**config.mk**
```make
export PLATFORM = sky130hd
export DESIGN_NAME = weekly_slot_schedule_table
export DESIGN_NICKNAME = d
export VERILOG_FILES = /design/src/rtl/core/wsst_pkg.sv /design/src/rtl/core/wsst_ram.sv /design/src/rtl/core/weekly_slot_schedule_table.sv
export VERILOG_INCLUDE_DIRS = /design/src /design/src/rtl/core
export SDC_FILE = /design/constraint.sdc
export NUM_CORES = 1
export LEC_CHECK = 0
export ABC_CLOCK_PERIOD_IN_PS = 7800
export CAP_MARGIN = 10
export CORE_MARGIN = 1.5
export CORE_UTILIZATION = 45
export CTS_CLUSTER_SIZE = 28
export DETAILED_ROUTE_END_ITERATION = 12
export DONT_BUFFER_PORTS = 1
export PLACE_DENSITY = 0.65
export SETUP_SLACK_MARGIN = 0.2
export SYNTH_ARGS = -nofsm -noshare
export SYNTH_HDL_FRONTEND = slang
export SYNTH_SLANG_ARGS = --single-unit
```
**constraint.sdc**
```tcl
create_clock -name clock -period 7.8 [get_ports clock]
set_input_delay 0.39 -clock clock [delete_from_list [all_inputs] [get_ports clock]]
set_output_delay 0.39 -clock clock [all_outputs]
set_load 0.02 [all_outputs]
```
**src/rtl/core/weekly_slot_schedule_table_macros.svh**
```systemverilog
// Assertion macros for the weekly slot schedule table.
// Included by the top level; no other dependencies.
`ifndef WEEKLY_SLOT_SCHEDULE_TABLE_MACROS_SVH
`define WEEKLY_SLOT_SCHEDULE_TABLE_MACROS_SVH
`ifndef ASSERT_OFF
`define WSST_ASSERT_IMPL(lbl, clk, rst, ante, cons, msg) \
   lbl: assert property (@(posedge clk) disable iff (rst) (ante) |-> (cons)) else $error(msg);
`define WSST_ASSERT_NEXT(lbl, clk, rst, ante, cons, msg) \
   lbl: assert property (@(posedge clk) disable iff (rst) (ante) |=> (cons)) else $error(msg);
`else
`define WSST_ASSERT_IMPL(lbl, clk, rst, ante, cons, msg)
`define WSST_ASSERT_NEXT(lbl, clk, rst, ante, cons, msg)
`endif
`endif

```
**src/rtl/core/wsst_pkg.sv**
```systemverilog
// Shared constants and types for the weekly slot schedule table.
// No dependencies.
`timescale 1ns / 1ps
package wsst_pkg;
   localparam int OP_W                  = 3;
   localparam int DAY_W                 = 3;
   localparam int HOUR_W                = 5;
   localparam int MINUTE_W              = 6;
   localparam int ENTRY_W               = 8;
   localparam int EVERY_DAY_BIT         = 7;
   localparam int LAST_DAY              = 6;
   localparam int LAST_HOUR             = 23;
   localparam int HOURS_PER_DAY         = 24;
   localparam int DAYS_PER_WEEK         = 7;
   localparam int MAX_MINUTE            = 59;
   localparam int MINUTES_PER_HOUR      = 60;
   localparam int DEFAULT_BINS_PER_HOUR = 4;
   localparam int REQ_DATA_W            = 16;
   localparam int RSP_DATA_W            = 16;

   typedef enum logic [OP_W-1:0] {
      OP_SET_DAY       = 3'd0,
      OP_SET_EVERY_DAY = 3'd1,
      OP_CLEAR_DAY     = 3'd2,
      OP_FIND_NEXT     = 3'd3,
      OP_CLEAR_ALL     = 3'd4
   } op_type;
endpackage

```
**src/rtl/core/wsst_ram.sv**
```systemverilog
// Generic single-write, single-read RAM with registered read data.
// No dependencies.
`timescale 1ns / 1ps
module wsst_ram #(
   parameter int WIDTH = 8,
   parameter int DEPTH = 96
) (
   input  logic                     clock,
   input  logic                     wr_en,
   input  logic [$clog2(DEPTH)-1:0] wr_addr,
   input  logic [WIDTH-1:0]         wr_data,
   input  logic [$clog2(DEPTH)-1:0] rd_addr,
   output logic [WIDTH-1:0]         rd_data
);
   logic [WIDTH-1:0] mem_ff [DEPTH];
   logic [WIDTH-1:0] rd_data_ff;

   always_ff @(posedge clock) begin
      if (wr_en) begin
         mem_ff[wr_addr] <= wr_data;
      end
      rd_data_ff <= mem_ff[rd_addr];
   end

   assign rd_data = rd_data_ff;
endmodule

```
**src/rtl/core/weekly_slot_schedule_table.sv**
```systemverilog
// Weekly slot schedule table: top level with sequencer and scan logic.
// Depends on wsst_pkg, wsst_ram and weekly_slot_schedule_table_macros.svh.
//
// Usage:
// The req channel carries one operation per item: req_tuser holds the op code,
// req_tdata the weekday, hour and minute. Only a find produces an item on the
// rsp channel: rsp_tuser holds the found flag, rsp_tdata the weekday, hour
// and start minute of the next scheduled slot (all zero when none exists).
// Set day, set every day and clear day read the entry, then write it back.
// A find scans one slot per cycle through the single read port of the table,
// up to one week of slots, and stops early when a scheduled slot is hit; the
// result is then loaded into the output register. The block takes one item
// at a time; req_tready is high only while it is idle.
// Reset clears per-entry valid bits at once, so the whole table reads as
// empty in the first cycle after reset with no clearing pass.
// The result waits in an output register while the receiver stalls; new
// items are still taken, and a later find holds until that register frees.
`timescale 1ns / 1ps
`include "weekly_slot_schedule_table_macros.svh"
module weekly_slot_schedule_table #(
   parameter int BINS_PER_HOUR = wsst_pkg::DEFAULT_BINS_PER_HOUR
) (
   input  logic                            clock,
   input  logic                            reset,
   input  logic                            req_tvalid,
   output logic                            req_tready,
   // Bits: weekday [2:0], hour [7:3], minute [13:8], zero [15:14].
   input  logic [wsst_pkg::REQ_DATA_W-1:0] req_tdata,
   // Bits: op [2:0].
   input  logic [wsst_pkg::OP_W-1:0]       req_tuser,
   output logic                            rsp_tvalid,
   input  logic                            rsp_tready,
   // Bits: next_weekday [2:0], next_hour [7:3], next_minute [13:8], zero [15:14].
   output logic [wsst_pkg::RSP_DATA_W-1:0] rsp_tdata,
   // Bits: found [0].
   output logic [0:0]                      rsp_tuser
);
   import wsst_pkg::*;

   localparam int MINUTES_PER_SLOT = MINUTES_PER_HOUR / BINS_PER_HOUR;
   localparam int DAY_SLOTS        = HOURS_PER_DAY * BINS_PER_HOUR;
   localparam int SCAN_LEN         = DAY_SLOTS * DAYS_PER_WEEK;
   localparam int POS_W            = $clog2(DAY_SLOTS);
   localparam int SLOT_W           = (BINS_PER_HOUR > 1) ? $clog2(BINS_PER_HOUR) : 1;
   localparam int CNT_W            = $clog2(SCAN_LEN + 1);

   typedef struct packed {
      logic [DAY_W-1:0]  day;
      logic [HOUR_W-1:0] hour;
      logic [SLOT_W-1:0] slot;
      logic [POS_W-1:0]  pos;
   } spot_type;

   typedef struct packed {
      logic                found;
      logic [DAY_W-1:0]    day;
      logic [HOUR_W-1:0]   hour;
      logic [MINUTE_W-1:0] minute;
   } result_type;

   typedef enum logic [1:0] {
      S_IDLE,
      S_MODIFY,
      S_SCAN,
      S_RESULT
   } state_type;

   function automatic spot_type next_spot(spot_type s);
      spot_type r;
      r = s;
      if (s.slot == SLOT_W'(BINS_PER_HOUR - 1)) begin
         r.slot = '0;
         if (s.hour == HOUR_W'(LAST_HOUR)) begin
            r.hour = '0;
            r.pos  = '0;
            r.day  = (s.day == DAY_W'(LAST_DAY)) ? '0 : s.day + 1'b1;
         end else begin
            r.hour = s.hour + 1'b1;
            r.pos  = s.pos + 1'b1;
         end
      end else begin
         r.slot = s.slot + 1'b1;
         r.pos  = s.pos + 1'b1;
      end
      return r;
   endfunction

   state_type           state_ff;
   logic [DAY_SLOTS-1:0] valid_ff;
   logic                rd_valid_ff;
   op_type              mod_op_ff;
   logic [DAY_W-1:0]    mod_day_ff;
   logic [POS_W-1:0]    mod_ix_ff;
   spot_type            scan_ff;
   spot_type            chk_ff;
   logic                pending_ff;
   logic [CNT_W-1:0]    issue_cnt_ff;
   result_type          res_ff;
   result_type          rsp_ff;
   logic                rsp_tvalid_ff;

   logic                accept;
   logic [DAY_W-1:0]    in_day;
   logic [HOUR_W-1:0]   in_hour;
   logic [MINUTE_W-1:0] in_minute;
   logic [SLOT_W-1:0]   in_bin;
   logic [POS_W-1:0]    in_ix;
   spot_type            start_spot;
   logic [POS_W-1:0]    rd_addr;
   logic [ENTRY_W-1:0]  ram_rd_data;
   logic [ENTRY_W-1:0]  entry;
   logic [ENTRY_W-1:0]  mod_entry;
   logic                wr_en;
   logic                hit;
   logic                rsp_free;

   assign accept   = req_tvalid && req_tready;
   assign rsp_free = !rsp_tvalid_ff || rsp_tready;

   always_comb begin
      in_day    = (req_tdata[2:0] > DAY_W'(LAST_DAY)) ? DAY_W'(LAST_DAY) : req_tdata[2:0];
      in_hour   = (req_tdata[7:3] > HOUR_W'(LAST_HOUR)) ? HOUR_W'(LAST_HOUR) : req_tdata[7:3];
      in_minute = (req_tdata[13:8] > MINUTE_W'(MAX_MINUTE)) ? MINUTE_W'(MAX_MINUTE)
                                                            : req_tdata[13:8];
      in_bin = '0;
      for (int k = 1; k < BINS_PER_HOUR; k++) begin
         if (in_minute >= MINUTE_W'(k * MINUTES_PER_SLOT)) begin
            in_bin = SLOT_W'(k);
         end
      end
      in_ix      = POS_W'(in_hour * BINS_PER_HOUR) + POS_W'(in_bin);
      start_spot = next_spot('{day: in_day, hour: in_hour, slot: in_bin, pos: in_ix});
   end

   assign rd_addr = (state_ff == S_SCAN) ? scan_ff.pos : in_ix;
   assign entry   = rd_valid_ff ? ram_rd_data : '0;
   assign hit     = pending_ff && (entry[chk_ff.day] || entry[EVERY_DAY_BIT]);
   assign wr_en   = (state_ff == S_MODIFY);

   always_comb begin
      logic [ENTRY_W-1:0] day_mask;
      day_mask  = ENTRY_W'(1) << mod_day_ff;
      mod_entry = entry;
      unique case (mod_op_ff)
         OP_SET_DAY: begin
            mod_entry = entry | day_mask;
            if (&mod_entry[EVERY_DAY_BIT-1:0]) begin
               mod_entry[EVERY_DAY_BIT] = 1'b1;
            end
         end
         OP_SET_EVERY_DAY: begin
            mod_entry[EVERY_DAY_BIT] = 1'b1;
         end
         OP_CLEAR_DAY: begin
            mod_entry = entry & ~day_mask;
            mod_entry[EVERY_DAY_BIT] = 1'b0;
         end
         default: begin
            mod_entry = entry;
         end
      endcase
   end

   wsst_ram #(
      .WIDTH(ENTRY_W),
      .DEPTH(DAY_SLOTS)
   ) u_table (
      .clock  (clock),
      .wr_en  (wr_en),
      .wr_addr(mod_ix_ff),
      .wr_data(mod_entry),
      .rd_addr(rd_addr),
      .rd_data(ram_rd_data)
   );

   always_ff @(posedge clock) begin
      rd_valid_ff <= valid_ff[rd_addr];
      if (reset) begin
         state_ff      <= S_IDLE;
         valid_ff      <= '0;
         pending_ff    <= 1'b0;
         issue_cnt_ff  <= '0;
         rsp_tvalid_ff <= 1'b0;
      end else begin
         if (state_ff == S_RESULT && rsp_free) begin
            rsp_tvalid_ff <= 1'b1;
         end else if (rsp_tvalid_ff && rsp_tready) begin
            rsp_tvalid_ff <= 1'b0;
         end
         unique case (state_ff)
            S_IDLE: begin
               if (accept) begin
                  mod_op_ff  <= op_type'(req_tuser);
                  mod_day_ff <= in_day;
                  mod_ix_ff  <= in_ix;
                  unique case (req_tuser)
                     OP_SET_DAY, OP_SET_EVERY_DAY, OP_CLEAR_DAY: begin
                        state_ff <= S_MODIFY;
                     end
                     OP_FIND_NEXT: begin
                        scan_ff      <= start_spot;
                        issue_cnt_ff <= '0;
                        pending_ff   <= 1'b0;
                        state_ff     <= S_SCAN;
                     end
                     OP_CLEAR_ALL: begin
                        valid_ff <= '0;
                     end
                     default: begin
                        state_ff <= S_IDLE;
                     end
                  endcase
               end
            end
            S_MODIFY: begin
               valid_ff[mod_ix_ff] <= 1'b1;
               state_ff            <= S_IDLE;
            end
            S_SCAN: begin
               if (issue_cnt_ff != CNT_W'(SCAN_LEN)) begin
                  chk_ff       <= scan_ff;
                  scan_ff      <= next_spot(scan_ff);
                  issue_cnt_ff <= issue_cnt_ff + 1'b1;
                  pending_ff   <= 1'b1;
               end else begin
                  pending_ff <= 1'b0;
               end
               if (hit) begin
                  res_ff.found  <= 1'b1;
                  res_ff.day    <= chk_ff.day;
                  res_ff.hour   <= chk_ff.hour;
                  res_ff.minute <= MINUTE_W'(chk_ff.slot * MINUTES_PER_SLOT);
                  state_ff      <= S_RESULT;
               end else if (pending_ff && issue_cnt_ff == CNT_W'(SCAN_LEN)) begin
                  res_ff   <= '0;
                  state_ff <= S_RESULT;
               end
            end
            S_RESULT: begin
               if (rsp_free) begin
                  rsp_ff   <= res_ff;
                  state_ff <= S_IDLE;
               end
            end
            default: begin
               state_ff <= S_IDLE;
            end
         endcase
      end
   end

   assign req_tready = (state_ff == S_IDLE);
   assign rsp_tvalid = rsp_tvalid_ff;
   assign rsp_tdata  = {2'b00, rsp_ff.minute, rsp_ff.hour, rsp_ff.day};
   assign rsp_tuser  = rsp_ff.found;

   `WSST_ASSERT_IMPL(a_rsp_from_result, clock, reset, $rose(rsp_tvalid_ff), $past(state_ff == S_RESULT), "result item raised outside the result step")
   `WSST_ASSERT_IMPL(a_scan_bound, clock, reset, state_ff == S_SCAN, issue_cnt_ff <= CNT_W'(SCAN_LEN), "scan issued more reads than one week of slots")
   `WSST_ASSERT_IMPL(a_not_found_zero, clock, reset, rsp_tvalid_ff && !rsp_ff.found, rsp_tdata == '0, "result without a hit carries nonzero fields")
   `WSST_ASSERT_NEXT(a_modify_returns, clock, reset, state_ff == S_MODIFY, state_ff == S_IDLE, "table update did not finish in one cycle")
endmodule

```
; ---- After elaboration in Yosys (flattened, before gate mapping)
; Memory sizes are Yosys's and may differ from the RTL's. A register that Yosys moved wholly into a read port is not among the register bits.
; Index checks and enable logic that the tools add are counted.
[classes]
n_lt_le_gt_ge = 10
n_shift = 1
reduce_logical = 29
n_eq_ne = 26
n_mul = 1
bitwise = 5
n_addsub = 10
n_mux = 56
[op_table]
columns = op, count
row1 = two-way mux 96 bit, 2
row2 = one-hot mux 96 bit (2 select lines), 1
row3 = OR 96 bit, 1
row4 = two-way mux 17 bit, 3
row5 = one-hot mux 17 bit (2 select lines), 1
row6 = two-way mux 10 bit, 3
row7 = two-way mux 8 bit, 3
row8 = two-way mux 7 bit, 3
row9 = one-hot mux 10 bit (2 select lines), 1
row10 = two-way mux 9 bit, 2
row11 = AND reduction 3 bit, 6
row12 = "< comparator 7 x 8 -> 1 bit, second input constant", 2
row13 = two-way mux 15 bit, 1
row14 = two-way mux 3 bit, 5
row15 = two-way mux 5 bit, 3
row16 = "adder 7 x 1 -> 7 bit, second input constant", 2
row17 = two-way mux 14 bit, 1
row18 = one-hot mux 7 bit (2 select lines), 1
row19 = AND reduction 7 bit, 2
row20 = two-way mux 1 bit, 12
row21 = two-way mux 2 bit, 6
row22 = "inequality test 2 x 1 -> 1 bit, second input constant", 6
row23 = "adder 10 x 1 -> 10 bit, second input constant", 1
row24 = "adder 5 x 1 -> 5 bit, second input constant", 2
row25 = 45 further kinds, 68
[totals]
ram_bits = 768
wordCells = 163
memories = 1
reg_bits = 181
[memory_table]
columns = name, words, width, read_ports, rd_clocked_by_memory_dff, write_ports, line_no
row1 = u_table.mem_ff, 96, 8, 1, 1, 1, wsst_ram.sv:15  ; logic [WIDTH-1:0] mem_ff [DEPTH];

; ---- Longest topological paths before layout
[logic_depth]
word_depth = 13
mapped_depth = 14
depth_no_buf = 10

; ---- By module
; A second synthesis with hierarchy kept.
[unflattened]
cells_unflattened = 2323
area_unflattened_um2 = 38217.9
[by_module_without_submodules]
columns = module, n_inst, area_per_inst_um2, cells_per_inst, seq_area_each_um2
row1 = wsst_ram, 1, 30067.6, 1437, 23222.3
row2 = weekly_slot_schedule_table, 1, 8150.3, 886, 4264.1

; ---- Worst setup path after synthesis
; Ideal clock, no wire load.
[synth_path]
path_kind = register -> register
startpoint = reg mod_day_ff[0]
endpoint = mem u_table.mem_ff[0][1], data pin
setup_time_ns = 0.949
synth_period_minus_slack_ns = 5.690
path_stages_with_launch = 5
arrival_ns = 4.741
path_slack_ns = 2.110
path_cell_list = edfxtp_1 > clkbuf_1 > nor3b_1 > nand2_1 > o21ai_0
[synth_via]
elab_chain_len = 4
elab_cells_between_ends = 5
[synth_lines]
columns = element, line_no
row1 = from (decl), weekly_slot_schedule_table.sv:92  ; logic [DAY_W-1:0] mod_day_ff;
row2 = from (signal assigned), weekly_slot_schedule_table.sv:194  ; mod_day_ff <= in_day;
row3 = left shift 1 x 3 -> 8 bit (*), weekly_slot_schedule_table.sv:142  ; day_mask = ENTRY_W'(1) << mod_day_ff;
row4 = inverter 7 bit, weekly_slot_schedule_table.sv:155  ; mod_entry = entry & ~day_mask;
row5 = bitwise AND 7 bit, weekly_slot_schedule_table.sv:155
row6 = one-hot mux 7 bit (2 select lines) (*), weekly_slot_schedule_table.sv:144  ; unique case (mod_op_ff)
row7 = named net mod_entry[1], weekly_slot_schedule_table.sv:112  ; logic [ENTRY_W-1:0] mod_entry;
row8 = to (decl), wsst_ram.sv:15
; Mark *: on every way through the listed nets, which the timed path passes. The rest lies on a longest branch.

; ---- Worst setup path in the final report
[layout_path]
startpoint = reg state_ff[0]
endpoint = reg u_table.rd_data_ff[7] (netlist: u_table.rd_data[7]) (read register of u_table.mem_ff)
[layout_via]
elab_chain_len = 2
[layout_lines]
columns = element, line_no
row1 = from (decl), weekly_slot_schedule_table.sv:88  ; state_type state_ff;
row2 = from (signal assigned), weekly_slot_schedule_table.sv:179  ; state_ff <= S_IDLE;
row3 = from (signal assigned), weekly_slot_schedule_table.sv:198  ; state_ff <= S_MODIFY;
row4 = from (signal assigned), weekly_slot_schedule_table.sv:204  ; state_ff <= S_SCAN;
row5 = equality test 2 bit, weekly_slot_schedule_table.sv:135  ; assign rd_addr = (state_ff == S_SCAN) ? scan_ff.pos : in_ix;
row6 = two-way mux 7 bit, weekly_slot_schedule_table.sv:135
row7 = to (decl), wsst_ram.sv:16  ; logic [WIDTH-1:0] rd_data_ff;
; No other way between the ends.
; A chain may end at the register's enable or synchronous reset.

==> metrics.txt <==
EDFF count, synth 836; HP Class primary input to flop; Placement Setup Slack around 3.2 ns; Layout fillers between 7000 and 8000; Via density around 6; wl on met1 around 40000 um; H-tree level count 3; post-layout min period 4.71 ns; Max-Cap Viols 0; synthesis-to-finish area growth 11.1%; layout cells sized above 1 7.92%; drt drc 0; non-filler instance count after layout 4288; dpl hpwl 59300 um; RSZ-0062 raised after global routing false; Syn Area/Cell 12.5 um^2; clock skew about 0.027 ns; P_leak 14.7 nW; Worst VDD drop 0.208 mV; Vias 25300; worst-path cell chain nand2b_4 > mux2_8 > buf_4 > mux4_2 > nand2_1 > and4b_1 > o32ai_1 > a211o_1; Max Fclk 212 MHz; placed insts 4103; final wirelength 100000 um; CP Max Fanout ~100; Distinct cells, synth between 70 and 80; max incr delay on CP between 0.8 and 0.9 ns; Top Metal Used met4; ys flop type edfxtp_1; setup slack after layout 3.09 ns; design area 43400 um^2; # Post-CTS Setup Buffers 0; Worst Tran Pin Value 1.25 ns; CP endpoint kind flop; GPL Wtd Cong 0.864; worst skew pair latency 0.67 ns; Synth Cell Area approximately 39000 um^2; worst reg-to-reg setup slack 3.09 ns; row count approximately 110; Async SR Flop Fraction 0%; wire length per cell 23.4 um; R2R depth 8; Core Util, Final 50.7%; sequential area share after synthesis 70.4%; number of CTS-inserted buffers 93; n_diodes 0; CP arrival 5.24 ns; gr ovfl total 0; Final Max Slew Viols 0; DIE WIDTH 298 um; Power Internal between 8 and 9 mW; combinational power share 8.7%; #FFs+latches synth ~960; vias in the first global route 24600; Hold Path Origin reset; slowest stage cell, crit path buf_4; Rel. slew slack 16.6%; clock transition at the registers of the reported paths ~0.06 ns; Top delay family on crit path multiplexers; Clock Tree Buf Depth 3; Hold Violations, Final 0; metal2 WL 48400 um; core footprint between 80000 and 90000 um^2; FF-to-FF Start state_ff[0]$_SDFFE_PP0P_; Fin Setup TNS 0 ns; Placement Cell Area between 30000 and 40000 um^2; sequential share of power 50.1%; drt pass-1 iters 9; DRT antenna net count 0; status finished, final reports clean; WL met3 8550 um; CTS root buffer clkbuf_16; Min Hold Slack 0.0383 ns; Worst Hold Endpoint res_ff[12]$_SDFFCE_PN0P_; CP Buf/Inv Count 1; Synth warnings 0; CTS sink count approximately 960; GR Util All Layers 22.3%; Initial Utilization 45.6%; initial antenna violation count 0; Worst Setup Start Kind flop; Final nets slightly above 3000; first-pass GRT wire length 150000 um; switching part of the total 23.7%; total power ~12 mW; TritonCTS clock tree built; PortBufs 0; Pwr Density 268 nW/um^2; hold depth 1; initial drt markers 2623; Ports 42; WP data required between 8 and 9 ns; Period Utilization, post-route 60.4%; Final setup viols 0; Die Area 88500 um^2; Net Switching 2.75 mW; cell count after synthesis 3119; reg2reg end u_table.rd_data[7]$_DFF_P_; die height a little under 300 um; clock network power share between 40 and 50%; largest net degree at the start of global routing 164; Setup Crit Path Kind flop to flop; crit path launch state_ff[0]$_SDFFE_PP0P_
metal layers:
metal	global-route usage, %	up-vias
met4	8.05	0
met3	4.10	225
met1	29.7	12500
li1	-	11400
met5	0	-
met2	36.7	1206
logic make-up after synthesis:
kind of cell,count (synthesis),share of synthesized area [%]
AND/OR/NAND/NOR,1332,14.9
flip-flops,955,70.4
AO/OA/AOI/OAI,461,7.40
buffers and inverters,207,2.65
multiplexers,140,4.06
XOR/XNOR,13,0.292
adder cells (fa/ha/maj),10,0.321
other,1,0.00961
worst max-delay path by stage:
stage / endpoint / slack, ns / cells past startpoint
after floorplan: u_table.mem_ff[0][1]$_DFFE_PP_ / 2.11 / 4
after global placement: u_table.rd_data[7]$_DFF_P_ / 3.29 / 8
after detailed placement: u_table.rd_data[7]$_DFF_P_ / 3.23 / 8
after CTS: u_table.rd_data[0]$_DFF_P_ / 3.21 / 8
after global routing: u_table.rd_data[7]$_DFF_P_ / 2.98 / 8
final: u_table.rd_data[7]$_DFF_P_ / 3.09 / 8
cell usage after synthesis (6+ instances only):
library cell / n / share of area, %
o21ai_1: 13 / 0.17
and2_1: 14 / 0.22
ha_1: 10 / 0.32
buf_1: 25 / 0.24
and3_1: 26 / 0.42
o211a_1: 9 / 0.23
a32oi_1: 11 / 0.25
dfxtp_1: 119 / 6.1
nor4_1: 6 / 0.096
mux2_2: 8 / 0.23
a221o_1: 8 / 0.21
mux2i_1: 114 / 2.9
xor2_1: 6 / 0.13
buf_4: 15 / 0.29
o21ai_0: 41 / 0.53
xnor2_1: 7 / 0.16
nand2_1: 638 / 6.1
nand2b_1: 10 / 0.16
nor2_1: 244 / 2.3
clkbuf_1: 57 / 0.55
a211oi_1: 24 / 0.46
mux4_2: 13 / 0.75
or3_1: 8 / 0.13
o21a_1: 6 / 0.12
a21oi_1: 200 / 2.6
nor3_1: 22 / 0.28
edfxtp_1: 836 / 64
a311oi_1: 18 / 0.40
o22ai_1: 28 / 0.45
nand4_1: 19 / 0.30
buf_2: 88 / 1.1
a22o_1: 8 / 0.18
o31ai_1: 7 / 0.13
nor2b_1: 11 / 0.18
nor3b_1: 7 / 0.13
nand3_1: 300 / 3.8
a31oi_1: 34 / 0.54
buf_6: 12 / 0.35
a22oi_1: 6 / 0.12
o211ai_1: 6 / 0.12
inv_1: 9 / 0.087
registers in the layout, indices dropped and copies added (netlist names), 2 cells and up:
name / cells
chk_ff: 10
issue_cnt_ff: 10
mod_day_ff: 3
mod_ix_ff: 7
mod_op_ff: 3
res_ff: 14
rsp_tdata: 13
scan_ff: 17
state_ff: 2
u_table.mem_ff: 768
u_table.rd_data: 8
valid_ff: 96
power by group through the flow:
stage / clock [mW] / sequential (mW) / combinational [mW]
final: 4.78 / 5.82 / 1.01
after global routing: 5.03 / 5.82 / 1.08
after CTS: 4.83 / 5.81 / 1.00
after detailed placement: 0 / 5.92 / 0.995
after global placement: 0 / 5.92 / 0.965
after floorplan: 0 / 5.95 / 0.624
layout by cell type, fill, tap and decap left out, types with 10 or more instances in the layout:
cell and n:
nor2_1 242, buf_4 32, bufinv_16 17, and3_1 26, mux2i_1 112, dfxtp_1 119
a21oi_1 200, nand2b_1 10, dlygate4sd3_1 11, a32oi_1 11, and2_1 14, o21ai_1 13
nand2_1 638, a311oi_1 18, clkbuf_16 98, nand3_1 300, o22ai_1 28, nor2b_1 10
nand4_1 19, a31oi_1 34, edfxtp_1 836, nor3_1 21, a211oi_1 24, clkinv_2 26
o21ai_0 34, ha_1 10, mux4_2 13
final cells by class:
cell class	count	area, um^2	share of cell area (%)
tap	1144	1430	3.30
sequential	955	27500	63.4
multi-input combinational	1958	10700	24.6
clock inverter	65	790	1.82
clock buffer	107	2490	5.73
timing repair buffer	49	453	1.04
inverter	10	37.5	0.0866
timing repair:
item,4_1_cts,5_1_grt
endpoints found under the hold margin,25,0
resized for setup,0,0
hold buffers,11,0
(Power assumes the default switching activity.)
